[src/design/tamb_pkg.sv]
// Shared constants and controller/datapath interface types for the tree mask builder.
package tamb_pkg;

  localparam int unsigned MaxNodes    = 64;
  localparam int unsigned MaxHistory  = 1984;
  localparam int unsigned RowWordsMax = 32;
  localparam int unsigned WordBits    = 64;

  localparam int unsigned NodeW   = 6;
  localparam int unsigned LinkW   = 7;
  localparam int unsigned CountW  = 7;
  localparam int unsigned HistW   = 11;
  localparam int unsigned WIdxW   = 5;
  localparam int unsigned RowLenW = 12;
  localparam int unsigned WordsW  = 6;

  localparam logic KindWrite = 1'b0;
  localparam logic KindQuery = 1'b1;

  localparam logic RegHistory   = 1'b0;
  localparam logic RegNodeCount = 1'b1;

  typedef struct packed {
    logic wr;      // store a parent link
    logic start;   // load walk start, clear marks
    logic step;    // check current node, mark it, read its link
    logic follow;  // move to the link just read
    logic emit;    // load the next row word into the output register
  } tamb_cmd_t;

  typedef struct packed {
    logic walk_end;   // current node stops the walk
    logic self_loop;  // link read equals current node
    logic out_free;   // output register can take a word this cycle
    logic last_word;  // word being built is the final one
  } tamb_status_t;

endpackage

[src/design/tamb_ctrl.sv]
// Controller state machine: sequences writes, the ancestor walk and row emission.
module tamb_ctrl (
  input  logic                  clk_i,
  input  logic                  rst_ni,
  input  logic                  in_valid_i,
  input  logic                  kind_i,
  output logic                  in_stall_o,
  input  tamb_pkg::tamb_status_t status_i,
  output tamb_pkg::tamb_cmd_t    cmd_o
);

  localparam logic [1:0] StIdle = 2'd0;
  localparam logic [1:0] StWalk = 2'd1;
  localparam logic [1:0] StWait = 2'd2;
  localparam logic [1:0] StEmit = 2'd3;

  logic [1:0] state_q, state_d;

  always_comb begin
    state_d    = state_q;
    cmd_o      = '0;
    in_stall_o = 1'b1;
    case (state_q)
      StIdle: begin
        in_stall_o = 1'b0;
        if (in_valid_i) begin
          if (kind_i == tamb_pkg::KindQuery) begin
            cmd_o.start = 1'b1;
            state_d     = StWalk;
          end else begin
            cmd_o.wr = 1'b1;
          end
        end
      end
      StWalk: begin
        cmd_o.step = 1'b1;
        state_d    = status_i.walk_end ? StEmit : StWait;
      end
      StWait: begin
        // read data of the marked node is now registered
        if (status_i.self_loop) begin
          state_d = StEmit;
        end else begin
          cmd_o.follow = 1'b1;
          state_d      = StWalk;
        end
      end
      StEmit: begin
        if (status_i.out_free) begin
          cmd_o.emit = 1'b1;
          if (status_i.last_word) state_d = StIdle;
        end
      end
      default: begin
        state_d = StIdle;
      end
    endcase
  end

  always_ff @(posedge clk_i or negedge rst_ni) begin
    if (!rst_ni) begin
      state_q <= StIdle;
    end else begin
      state_q <= state_d;
    end
  end

endmodule

[src/design/tamb_dp.sv]
// Datapath: config registers, parent link memory, walk registers, row word builder, output.
module tamb_dp (
  input  logic                                   clk_i,
  input  logic                                   rst_ni,
  input  logic                                   cfg_valid_i,
  input  logic                                   cfg_index_i,
  input  logic [tamb_pkg::HistW-1:0]             cfg_data_i,
  input  logic [tamb_pkg::NodeW-1:0]             node_i,
  input  logic signed [tamb_pkg::LinkW-1:0]      parent_i,
  input  tamb_pkg::tamb_cmd_t                    cmd_i,
  output tamb_pkg::tamb_status_t                 status_o,
  input  logic                                   out_stall_i,
  output logic                                   out_valid_o,
  output logic [tamb_pkg::WordBits-1:0]          mask_word_o,
  output logic [tamb_pkg::WIdxW-1:0]             word_index_o,
  output logic                                   last_o,
  output logic                                   walk_broken_o
);

  localparam int unsigned WB = tamb_pkg::WordBits;

  // configuration
  logic [tamb_pkg::HistW-1:0]  hist_q;
  logic [tamb_pkg::CountW-1:0] ncount_q;

  always_ff @(posedge clk_i or negedge rst_ni) begin
    if (!rst_ni) begin
      hist_q   <= '0;
      ncount_q <= tamb_pkg::CountW'(1);
    end else if (cfg_valid_i) begin
      case (cfg_index_i)
        tamb_pkg::RegHistory:   hist_q   <= cfg_data_i;
        tamb_pkg::RegNodeCount: ncount_q <= cfg_data_i[tamb_pkg::CountW-1:0];
        default: ;
      endcase
    end
  end

  logic [tamb_pkg::CountW-1:0] n_eff;
  logic [tamb_pkg::HistW-1:0]  h_eff;

  always_comb begin
    if (ncount_q == '0) begin
      n_eff = tamb_pkg::CountW'(1);
    end else if (ncount_q > tamb_pkg::CountW'(tamb_pkg::MaxNodes)) begin
      n_eff = tamb_pkg::CountW'(tamb_pkg::MaxNodes);
    end else begin
      n_eff = ncount_q;
    end
    if (hist_q > tamb_pkg::HistW'(tamb_pkg::MaxHistory)) begin
      h_eff = tamb_pkg::HistW'(tamb_pkg::MaxHistory);
    end else begin
      h_eff = hist_q;
    end
  end

  // parent link memory
  logic [tamb_pkg::LinkW-1:0] link_mem [tamb_pkg::MaxNodes];
  logic [tamb_pkg::LinkW-1:0] rd_q;

  logic signed [tamb_pkg::LinkW-1:0] p_q;
  logic [tamb_pkg::CountW-1:0]       visits_q;
  logic [WB-1:0]                     vis_q;
  logic                              broken_q;

  always_ff @(posedge clk_i) begin
    if (cmd_i.wr) link_mem[node_i] <= parent_i;
    if (cmd_i.step) rd_q <= link_mem[p_q[tamb_pkg::NodeW-1:0]];
  end

  logic p_neg, p_over, at_limit;
  assign p_neg    = p_q[tamb_pkg::LinkW-1];
  assign p_over   = {1'b0, p_q[tamb_pkg::NodeW-1:0]} >= n_eff;
  assign at_limit = visits_q >= n_eff;

  always_ff @(posedge clk_i or negedge rst_ni) begin
    if (!rst_ni) begin
      p_q      <= '0;
      visits_q <= '0;
      vis_q    <= '0;
      broken_q <= 1'b0;
    end else if (cmd_i.start) begin
      p_q      <= {1'b0, node_i};
      visits_q <= '0;
      vis_q    <= '0;
      broken_q <= 1'b0;
    end else if (cmd_i.step) begin
      if (!p_neg) begin
        if (p_over || at_limit) begin
          broken_q <= 1'b1;
        end else begin
          vis_q[p_q[tamb_pkg::NodeW-1:0]] <= 1'b1;
          visits_q <= visits_q + tamb_pkg::CountW'(1);
        end
      end
    end else if (cmd_i.follow) begin
      p_q <= rd_q;
    end
  end

  // row word builder
  logic [tamb_pkg::WIdxW-1:0]   w_q;
  logic [tamb_pkg::RowLenW-1:0] total;
  logic [tamb_pkg::RowLenW:0]   total_up;
  logic [tamb_pkg::WordsW-1:0]  words;
  logic [tamb_pkg::WordsW-1:0]  w_next;
  logic signed [tamb_pkg::RowLenW-1:0] d;
  logic signed [tamb_pkg::RowLenW-1:0] nd;
  logic [WB-1:0] hist_bits, tree_bits, word;

  always_comb begin
    total    = tamb_pkg::RowLenW'(h_eff) + tamb_pkg::RowLenW'(n_eff);
    total_up = {1'b0, total} + (tamb_pkg::RowLenW + 1)'(WB - 1);
    if (total_up[tamb_pkg::RowLenW:6] > (tamb_pkg::RowLenW - 5)'(tamb_pkg::RowWordsMax)) begin
      words = tamb_pkg::WordsW'(tamb_pkg::RowWordsMax);
    end else begin
      words = total_up[6 +: tamb_pkg::WordsW];
    end
    w_next = {1'b0, w_q} + tamb_pkg::WordsW'(1);

    // offset of the first tree position relative to this word's base
    d  = $signed(tamb_pkg::RowLenW'(h_eff)) - $signed({1'b0, w_q, 6'b0});
    nd = -d;
    if (d[tamb_pkg::RowLenW-1]) begin
      hist_bits = '0;
      if (nd < $signed(tamb_pkg::RowLenW'(WB))) begin
        tree_bits = vis_q >> nd[5:0];
      end else begin
        tree_bits = '0;
      end
    end else if (d >= $signed(tamb_pkg::RowLenW'(WB))) begin
      hist_bits = '1;
      tree_bits = '0;
    end else begin
      hist_bits = ~({WB{1'b1}} << d[5:0]);
      tree_bits = vis_q << d[5:0];
    end
    word = hist_bits | tree_bits;
  end

  always_ff @(posedge clk_i or negedge rst_ni) begin
    if (!rst_ni) begin
      w_q <= '0;
    end else if (cmd_i.start) begin
      w_q <= '0;
    end else if (cmd_i.emit) begin
      w_q <= w_next[tamb_pkg::WIdxW-1:0];
    end
  end

  // output register
  logic out_valid_q;

  always_ff @(posedge clk_i or negedge rst_ni) begin
    if (!rst_ni) begin
      out_valid_q <= 1'b0;
    end else if (cmd_i.emit) begin
      out_valid_q <= 1'b1;
    end else if (!out_stall_i) begin
      out_valid_q <= 1'b0;
    end
  end

  always_ff @(posedge clk_i) begin
    if (cmd_i.emit) begin
      mask_word_o   <= word;
      word_index_o  <= w_q;
      last_o        <= (w_next == words);
      walk_broken_o <= broken_q;
    end
  end

  assign out_valid_o        = out_valid_q;
  assign status_o.walk_end  = p_neg || p_over || at_limit;
  assign status_o.self_loop = (rd_q == p_q);
  assign status_o.out_free  = !out_valid_q || !out_stall_i;
  assign status_o.last_word = (w_next == words);

endmodule

[src/design/tree_attention_mask_builder.sv]
// Top level of the tree attention mask row builder.
//
// Input channel (in_valid_i / in_stall_o) takes one word per item: kind_i = 0
// stores parent_i as the parent link of node_i, kind_i = 1 queries the mask
// row of node_i. A word is taken when in_valid_i is high and in_stall_o low.
// Output channel (out_valid_o / out_stall_i) gives each result as 64-bit row
// words, word_index_o counting up from 0 and last_o on the final word.
// Config channel (cfg_valid_i / cfg_ready_o, always ready) writes
// history_length (index 0) or node_count (index 1); write only while idle.
// A write item is stored without leaving idle. A query walks the parent
// links, with a walk state and a wait state per followed link (link memory
// read is registered), then emits one word per cycle while the receiver
// takes them. One item is in flight at a time; the next is taken once the
// last word sits in the output register.
// When out_stall_i holds, the output register keeps its word and emission
// pauses. Reset clears the controller, the output valid and the config
// registers (history 0, node count 1); the link memory is undefined until
// written.
module tree_attention_mask_builder (
  input  logic                              clk_i,
  input  logic                              rst_ni,
  input  logic                              cfg_valid_i,
  output logic                              cfg_ready_o,
  input  logic                              cfg_index_i,
  input  logic [tamb_pkg::HistW-1:0]        cfg_data_i,
  input  logic                              in_valid_i,
  output logic                              in_stall_o,
  input  logic                              kind_i,
  input  logic [tamb_pkg::NodeW-1:0]        node_i,
  input  logic signed [tamb_pkg::LinkW-1:0] parent_i,
  output logic                              out_valid_o,
  input  logic                              out_stall_i,
  output logic [tamb_pkg::WordBits-1:0]     mask_word_o,
  output logic [tamb_pkg::WIdxW-1:0]        word_index_o,
  output logic                              last_o,
  output logic                              walk_broken_o
);

  tamb_pkg::tamb_cmd_t    cmd;
  tamb_pkg::tamb_status_t status;

  assign cfg_ready_o = 1'b1;

  tamb_ctrl u_ctrl (
    .clk_i      (clk_i),
    .rst_ni     (rst_ni),
    .in_valid_i (in_valid_i),
    .kind_i     (kind_i),
    .in_stall_o (in_stall_o),
    .status_i   (status),
    .cmd_o      (cmd)
  );

  tamb_dp u_dp (
    .clk_i         (clk_i),
    .rst_ni        (rst_ni),
    .cfg_valid_i   (cfg_valid_i),
    .cfg_index_i   (cfg_index_i),
    .cfg_data_i    (cfg_data_i),
    .node_i        (node_i),
    .parent_i      (parent_i),
    .cmd_i         (cmd),
    .status_o      (status),
    .out_stall_i   (out_stall_i),
    .out_valid_o   (out_valid_o),
    .mask_word_o   (mask_word_o),
    .word_index_o  (word_index_o),
    .last_o        (last_o),
    .walk_broken_o (walk_broken_o)
  );

endmodule
[config.mk]
export PLATFORM = sky130hd
export DESIGN_NAME = tree_attention_mask_builder
export DESIGN_NICKNAME = d
export VERILOG_FILES = /design/src/design/tamb_pkg.sv /design/src/design/tamb_ctrl.sv /design/src/design/tamb_dp.sv /design/src/design/tree_attention_mask_builder.sv
export SDC_FILE = /design/constraint.sdc
export NUM_CORES = 1
export LEC_CHECK = 0
export ABC_CLOCK_PERIOD_IN_PS = 8170
export BUFFER_PORTS_ARGS = -buffer_cell sky130_fd_sc_hd__buf_4
export CORE_MARGIN = 8
export CORE_UTILIZATION = 30
export DETAILED_ROUTE_END_ITERATION = 6
export PLACE_DENSITY_LB_ADDON = 0.05
export SETUP_SLACK_MARGIN = 0.2
export SKIP_LAST_GASP = 1
export SLEW_MARGIN = 15
export SYNTH_ARGS = -nofsm -noshare
export SYNTH_HDL_FRONTEND = slang
export SYNTH_HIERARCHICAL = 1
export SYNTH_SLANG_ARGS = --single-unit
[constraint.sdc]
create_clock -name clk_i -period 8.17 [get_ports clk_i]
set_input_delay 1.2255 -clock clk_i [delete_from_list [all_inputs] [get_ports clk_i]]
set_output_delay 1.2255 -clock clk_i [all_outputs]
set_load 0.01 [all_outputs]
==> summary.txt, run 1 <==
Die
  • Cell row count: 125
  • Effective utilization at floorplan: 30.1%
  • Total die area: 127,000 um^2
  • Die Y: 357 um
  • Boundary Pins: 105
  • Standard cell core area: 116,000 um^2
  • Die X: 357 um

Synth
  • Post-synthesis average cell area: 11.1 um^2
  • Post-synth ARST share: 16.6%
  • Synth Area in Adders: 1.35%
  • XOR/XNOR Fraction of Synth Area: 0.603%
  • Count of distinct cell types in the synthesized netlist: 109
  • Register bit total from synthesis: 631
  • Dominant combinational cell family by area after synthesis: compound AO/OA/AOI/OAI gates
  • Cell count after synthesis: 3,148
  • Fraction of synthesized area in multiplexers: 8.33%
  • Sequential share of the synthesized area: 52.9%
  • EDFF count, synth: 526
  • Fraction of the mapped netlist area in simple logic gates: 10.3%
  • Area fraction in compound gates after synthesis: 21.6%
  • Top FF cell, synth: sky130_fd_sc_hd__edfxtp_1
  • Netlist Area Pre-Place: 34,800 um^2
  • Yosys warnings: 6
  • Synthesized netlist net count: 3,216

Clock tree
  • CTS sink cnt: 631
  • Source-to-sink clock delay at the later pin of the worst-skew pair: 0.67 ns
  • Hold-fix buffers at CTS: 0
  • Post-CTS Setup Repair Bufs: 0
  • Number of clock buffers inserted by TritonCTS: 78
  • Maximum clock path buffer count: 3
  • CTS-repair resized insts: 0
  • Clock slew seen by the registers of the worst setup and hold paths: 0.07 ns
  • H-Tree Level Count: 3
  • TritonCTS clock tree: done
  • Clk Tree Root Cell: sky130_fd_sc_hd__clkbuf_16

Worst setup path
  • Critical path fanouts, max: 52
  • Flop-to-flop setup slack: 2.00 ns
  • CP Data Required Time: 8.64 ns
  • Delay of the slowest critical-path stage: 0.69 ns
  • Cell-by-cell trace of the critical path: and3_2 > a21oi_4 > buf_4 > inv_2 > ha_1 > inv_1 > ha_4 > buf_4 > mux2i_1 > nand2_1 > o221ai_1 > a311o_1 > a31o_2 > a21oi_1 > a31oi_1 > a31oi_1
  • Signal arrival time at the worst endpoint: 6.63 ns
  • Worst Path Class, Setup: flop to flop
  • CP startpoint kind: flop
  • Crit path buffers/inverters: 4
  • Slowest library cell on the worst path: sky130_fd_sc_hd__ha_4
  • CP endpoint kind: flop
  • CP top delay family: compound AO/OA/AOI/OAI gates

Routing
  • Number of antenna-violating nets in the routed design: 0
  • Remaining design rule violation count: 0
  • Via count: 29,500
  • Count of routing violations after the opening detailed-route iteration: 3,785
  • Total length of routed wires: 168 mm
  • TritonRoute pass-1 iters: 7
  • Vias per cell: 6.25
  • Routed wirelength normalized by instance count: 35.7 um

Global route
  • Number of global-route vias before repair: 28,600
  • Overall routing resource usage: 25.6%
  • Total gr overflow: 0
  • Pin count of the biggest net entering global routing: 69
  • Global-route wire length before repair: 234 mm
  • Initial antenna violation count: 10

STA
  • Final-report setup violation count: 0
  • Final clock skew: 0.0412 ns
  • Highest attainable clock frequency: 162 MHz
  • Slew margin rel.: 4.19%
  • Final critical path time including I/O delays and setup: 6.17 ns
  • Unrepaired setup endpoints after global routing: false
  • Final number of hold-violating endpoints: 0
  • Period Utilization, post-route: 75.5%
  • Aggregate negative setup slack: 0 ns
  • Slew at the pin closest to its max-slew limit: 1.42 ns
  • Max Transition Viols Final: 0

Place
  • RePlAce Congestion: 0.983
  • Number of buffers inserted by port buffering: 103
  • Post-Place Cell Area: 36,900 um^2
  • Post-DP HPWL: 119 mm

Cells and area
  • Final instance area: 39,600 um^2
  • FILL cells: 11,700
  • Area overhead of the layout relative to synthesis: 13.8%
  • Final net count: 3,188
  • Share of post-route cells with drive strength above 1: 13.9%

Hold path
  • Classification of the worst-slack hold path: flop to flop

Power
  • Maximum ir drop on the vdd rail: 170 uV
  • Power per unit of standard cell area: 348 nW/um^2
  • Static Leakage: 0.0137 uW

Flow run
  • Max_cap viols: 0

Outcome
  • Outcome: finished, final reports clean
-- state kept, by name (all words and copies together), names as in the netlist --
register and cells:
u_dp/mask_word_o 64, u_dp/visits_q 7, u_dp/hist_q 11, u_dp/rd_q 7
u_dp/ncount_q 7, u_dp/last_o 1, u_dp/word_index_o 5, u_dp/walk_broken_o 1
u_dp/out_valid_o 1, u_dp/link_mem 448, u_dp/w_q 5, u_dp/p_q 7
u_dp/vis_q 64, u_ctrl/state_q 2, u_dp/broken_q 1
-- final timing paths --
| path | cells after the start | to | start |
|---|---|---|---|
| min reg2reg | 0 | u_dp/word_index_o[4]$_DFFE_PP_ | u_dp/w_q[4]$_DFFE_PN0P_ |
| max reg2reg | 16 | u_dp/mask_word_o[55]$_DFFE_PP_ | u_dp/hist_q[8]$_DFFE_PN0P_ |
| min | 0 | u_dp/word_index_o[4]$_DFFE_PP_ | u_dp/w_q[4]$_DFFE_PN0P_ |
| max | 16 | u_dp/mask_word_o[55]$_DFFE_PP_ | u_dp/hist_q[8]$_DFFE_PN0P_ |
| max in group asynchronous | 3 | u_dp/hist_q[0]$_DFFE_PN0P_ | rst_ni |
| min in group asynchronous | 1 | u_dp/vis_q[63]$_DFFE_PN0P_ | rst_ni |
-- Yosys cell counts, drive strengths merged (22+ instances only) --
| cell | number | area share (%) |
|---|---|---|
| edfxtp | 526 | 45 |
| a22oi | 289 | 6.3 |
| nor2 | 223 | 2.4 |
| nand2 | 186 | 2.0 |
| mux2i | 181 | 5.2 |
| o22ai | 160 | 2.9 |
| clkbuf | 152 | 1.6 |
| a21oi | 140 | 2.1 |
| buf | 140 | 2.1 |
| o21ai | 119 | 1.8 |
| dfrtp | 104 | 7.5 |
| inv | 103 | 1.1 |
| nand3 | 69 | 1.0 |
| nand4 | 66 | 1.2 |
| mux2 | 51 | 1.7 |
| o211ai | 44 | 0.98 |
| nor3 | 41 | 0.60 |
| a31oi | 38 | 0.68 |
| ha | 36 | 1.3 |
| a211oi | 29 | 0.62 |
| a221oi | 29 | 0.75 |
| nand2b | 27 | 0.48 |
| o221ai | 23 | 0.60 |
| and3 | 22 | 0.40 |
| mux4 | 22 | 1.4 |
-- report_power, final --
group / internal [uW] / leakage, uW / total, uW / switching [uW]
sequential: 3940 / 0.00590 / 4420 / 486
clock: 2150 / 0.00130 / 3650 / 1500
combinational: 1770 / 0.00653 / 5730 / 3960
-- area by class of cell --
type	instances	area, um^2	area share (%)
Sequential cell	631	18400	46.5
Inverter	105	397	1.00
Timing Repair Buffer	184	1380	3.48
Antenna cell	6	15.0	0.0379
Clock buffer	94	2030	5.13
Multi-Input combinational cell	2120	14800	37.3
Clock inverter	51	679	1.71
Tap cell	1524	1910	4.81
-- through the flow --
| stage | hold slack, ns | std cells | total power [uW] | worst slack, ns | utilization, % |
|---|---|---|---|---|---|
| after detailed placement | 0.496 | 4564 | 10100 | 2.34 | 31.9 |
| after global placement | 0.494 | 4564 | 10100 | 2.44 | 31.9 |
| after floorplan | 0.425 | 3148 | 7370 | 3.96 | - |
| final | 0.514 | 4715 | 13800 | 2.00 | 34.2 |
| after CTS | 0.498 | 4709 | 13800 | 2.28 | 34.2 |
| after global routing | 0.512 | 4710 | 14300 | 1.88 | 34.2 |
-- worst reg2reg max path, stage by stage, from the launching register on --
cell,delay (ns)
sky130_fd_sc_hd__dfrtp_1,0.49
sky130_fd_sc_hd__and3_2,0.41
sky130_fd_sc_hd__a21oi_4,0.12
sky130_fd_sc_hd__buf_4,0.27
sky130_fd_sc_hd__inv_2,0.49
sky130_fd_sc_hd__ha_1,0.44
sky130_fd_sc_hd__inv_1,0.14
sky130_fd_sc_hd__ha_4,0.69
sky130_fd_sc_hd__buf_4,0.61
sky130_fd_sc_hd__mux2i_1,0.20
sky130_fd_sc_hd__nand2_1,0.11
sky130_fd_sc_hd__o221ai_1,0.19
sky130_fd_sc_hd__a311o_1,0.47
sky130_fd_sc_hd__a31o_2,0.27
sky130_fd_sc_hd__a21oi_1,0.44
sky130_fd_sc_hd__a31oi_1,0.34
sky130_fd_sc_hd__a31oi_1,0.32
-- logic make-up after synthesis --
group / Yosys count
fa+ha+maj: 37
simple gates: 738
compound gates: 1066
other cells: 1
mux: 254
flops: 631
buf+inv: 397
xor+xnor: 24
-- metal layers --
metal  vias to the layer above  GRT usage (%)  wire [um]
li1                      12400              -          -
met5                         -              0         38
met3                       263           7.09      16500
met4                         6           7.07       4730
met2                      1540           36.5      69700
met1                     15300           37.7      77300
-- layout by cell type, fill, tap and decap left out, types with 29 or more instances in the layout --
| master | instances |
|---|---|
| sky130_fd_sc_hd__mux2_2 | 49 |
| sky130_fd_sc_hd__clkbuf_16 | 78 |
| sky130_fd_sc_hd__buf_4 | 184 |
| sky130_fd_sc_hd__a21oi_1 | 135 |
| sky130_fd_sc_hd__dfrtp_1 | 101 |
| sky130_fd_sc_hd__inv_1 | 97 |
| sky130_fd_sc_hd__o21ai_0 | 107 |
| sky130_fd_sc_hd__a22oi_1 | 287 |
| sky130_fd_sc_hd__nand2_1 | 186 |
| sky130_fd_sc_hd__o211ai_1 | 42 |
| sky130_fd_sc_hd__nor3_1 | 38 |
| sky130_fd_sc_hd__edfxtp_1 | 526 |
| sky130_fd_sc_hd__nand3_1 | 67 |
| sky130_fd_sc_hd__ha_1 | 34 |
| sky130_fd_sc_hd__nor2_1 | 218 |
| sky130_fd_sc_hd__nand4_1 | 66 |
| sky130_fd_sc_hd__o22ai_1 | 160 |
| sky130_fd_sc_hd__mux2i_1 | 180 |
| sky130_fd_sc_hd__a31oi_1 | 38 |
| sky130_fd_sc_hd__a211oi_1 | 29 |
No activity file was read; power rests on OpenSTA's default activity.
==> inputs of run 2 (changes only) <==
--- a/config.mk
+++ b/config.mk
@@ -5,7 +5,7 @@
 export SDC_FILE = /design/constraint.sdc
 export NUM_CORES = 1
 export LEC_CHECK = 0
-export ABC_CLOCK_PERIOD_IN_PS = 8170
+export ABC_CLOCK_PERIOD_IN_PS = 6300
 export BUFFER_PORTS_ARGS = -buffer_cell sky130_fd_sc_hd__buf_4
 export CORE_MARGIN = 8
 export CORE_UTILIZATION = 30
==> constraint.sdc (replaced) <==
create_clock -name clk_i -period 6.3 [get_ports clk_i]
set_input_delay 0.945 -clock clk_i [delete_from_list [all_inputs] [get_ports clk_i]]
set_output_delay 0.945 -clock clk_i [all_outputs]
set_load 0.01 [all_outputs]
==> summary.txt, run 2 (same netlist as run 1, synthesis figures left out) <==
Outcome
  • Outcome: finished, final reports clean

STA
  • Aggregate negative setup slack: 0 ns
  • Max Transition Viols Final: 0
  • Final number of hold-violating endpoints: 0
  • Final-report setup violation count: 0
  • Highest attainable clock frequency: 190 MHz
  • Final critical path time including I/O delays and setup: 5.27 ns
  • Period Utilization, post-route: 83.6%
  • Slew margin rel.: 13.9%
  • Unrepaired setup endpoints after global routing: false
  • Final clock skew: 0.0453 ns
  • Slew at the pin closest to its max-slew limit: 1.28 ns
  • Final-layout worst hold slack: 0.353 ns

Power
  • Net switching share of the total power: 44.1%
  • Power per unit of standard cell area: 444 nW/um^2
  • Maximum ir drop on the vdd rail: 219 uV
  • Net switching power: 7720 uW
  • Power Internal: 9810 uW
  • Combinational power share: 43.5%
  • Power Total: 17,500 uW
  • Sequential power share: 32.6%
  • Static Leakage: 0.0137 uW
  • Fraction of power consumed by the clock network: 23.9%

Clock tree
  • Maximum clock path buffer count: 3
  • H-Tree Level Count: 3
  • Number of clock buffers inserted by TritonCTS: 74
  • Hold-fix buffers at CTS: 0
  • Post-CTS Setup Repair Bufs: 0
  • Clk Tree Root Cell: sky130_fd_sc_hd__clkbuf_16
  • TritonCTS clock tree: done
  • CTS sink cnt: 631
  • CTS-repair resized insts: 0
  • Clock slew seen by the registers of the worst setup and hold paths: 0.06 ns
  • Source-to-sink clock delay at the later pin of the worst-skew pair: 0.66 ns

Place
  • RePlAce Congestion: 0.975
  • Post-DP HPWL: 124 mm
  • Number of buffers inserted by port buffering: 103

Cells and area
  • Number of flip-flops in the largest register: 448
  • Final net count: 3,203
  • Area overhead of the layout relative to synthesis: 13.3%
  • Share of post-route cells with drive strength above 1: 14.0%
  • Largest registers: u_dp/link_mem x448, u_dp/mask_word_o x64, u_dp/vis_q x64
  • Register name with the most flops: u_dp/link_mem
  • Most frequent standard cell in the layout excluding fill and tap cells: sky130_fd_sc_hd__edfxtp_1
  • FILL cells: 11,600
  • Commonest non-fill, non-tap cells in the layout: 526 x sky130_fd_sc_hd__edfxtp_1, 287 x sky130_fd_sc_hd__a22oi_1, 220 x sky130_fd_sc_hd__nor2_1

Flow run
  • Max_cap viols: 0

Worst setup path
  • Signal arrival time at the worst endpoint: 5.76 ns
  • CP startpoint kind: flop
  • CP Data Required Time: 6.79 ns
  • Critical path fanouts, max: 20
  • Crit path top cell by count: sky130_fd_sc_hd__mux2i_1
  • CP top delay family: compound AO/OA/AOI/OAI gates
  • CP endpoint kind: flop
  • Delay of the slowest critical-path stage: 0.80 ns
  • Crit path buffers/inverters: 2
  • Cell-by-cell trace of the critical path: and2_1 > a21oi_4 > inv_2 > ha_1 > inv_1 > ha_4 > nor3b_1 > mux2i_1 > o211a_1 > o21a_1 > nand2_1 > a32oi_1 > mux2i_1 > o211ai_1
  • Slowest library cell on the worst path: sky130_fd_sc_hd__a32oi_1
  • Worst Path Class, Setup: flop to flop

Routing
  • Via count: 29,500
  • Number of antenna-violating nets in the routed design: 0
  • Routed wirelength normalized by instance count: 36.7 um
  • Total length of routed wires: 173 mm
  • TritonRoute pass-1 iters: 5
  • Remaining design rule violation count: 0
  • Count of routing violations after the opening detailed-route iteration: 3,687
  • Vias per cell: 6.26

Global route
  • Global-route wire length before repair: 239 mm
  • Number of global-route vias before repair: 28,400
  • Initial antenna violation count: 8
  • Overall routing resource usage: 26.3%
  • Total gr overflow: 0
  • Pin count of the biggest net entering global routing: 69

Die
  • Die X: 357 um
  • Total die area: 127,000 um^2
  • Die Y: 357 um
  • Standard cell core area: 116,000 um^2
  • Effective utilization at floorplan: 30.1%
  • Cell row count: 125
  • Boundary Pins: 105

Hold path
  • Classification of the worst-slack hold path: input port to asynchronous set/reset pin
[run 2: power groups by stage]
stage          Clock, uW  Sequential (uW)  Combinational, uW
2_1_floorplan          0             5500               4060
3_3_place_gp           0             5780               7500
3_5_place_dp           0             5780               7450
4_1_cts             4300             5700               7480
5_1_grt             4450             5750               7940
6_report            4180             5720               7620
[run 2: metal layers]
| metal | track usage (%) | up-vias | share of wire (%) | wire length [um] |
|---|---|---|---|---|
| met4 | 6.13 | 6 | 2.2 | 3790 |
| met1 | 39.6 | 15500 | 47 | 81300 |
| met5 | 0 | - | 0.025 | 44 |
| li1 | - | 12400 | - | - |
| met3 | 5.77 | 225 | 8.7 | 15000 |
| met2 | 38.1 | 1461 | 42 | 72900 |
[run 2: worst paths after layout]
| path | from | cells after the start | slack, ns | to |
|---|---|---|---|---|
| worst min-delay path | rst_ni | 1 | 0.35 | u_dp/vis_q[22]$_DFFE_PN0P_ |
| min in group clk_i | u_dp/broken_q$_DFFE_PN0P_ | 0 | 0.50 | u_dp/walk_broken_o$_DFFE_PP_ |
| worst min register to register | u_dp/broken_q$_DFFE_PN0P_ | 0 | 0.50 | u_dp/walk_broken_o$_DFFE_PP_ |
| worst max register to register | u_dp/hist_q[6]$_DFFE_PN0P_ | 14 | 1.03 | u_dp/mask_word_o[0]$_DFFE_PP_ |
| max in group asynchronous | rst_ni | 2 | 4.56 | u_dp/hist_q[0]$_DFFE_PN0P_ |
| worst max-delay path | u_dp/hist_q[6]$_DFFE_PN0P_ | 14 | 1.03 | u_dp/mask_word_o[0]$_DFFE_PP_ |
[run 2: per-stage QoR]
step | area [um^2] | instances | setup WS [ns] | util, %
after floorplan | 34800 | 3148 | 2.09 | -
after global placement | 37100 | 4583 | 1.46 | 32.1
after detailed placement | 37100 | 4583 | 1.33 | 32.1
after CTS | 39500 | 4712 | 1.34 | 34.1
after global routing | 39500 | 4712 | 1.04 | 34.1
final | 39500 | 4716 | 1.03 | 34.1
[run 2: final cells by class]
type | instances | area [um^2] | area share [%]
Timing Repair Buffer | 203 | 1610 | 4.08
Multi-Input combinational cell | 2120 | 14800 | 37.5
Antenna cell | 4 | 10.0 | 0.0254
Sequential cell | 631 | 18400 | 46.7
Clock buffer | 93 | 1940 | 4.92
Clock inverter | 36 | 380 | 0.963
Inverter | 105 | 397 | 1.00
Tap cell | 1524 | 1910 | 4.83
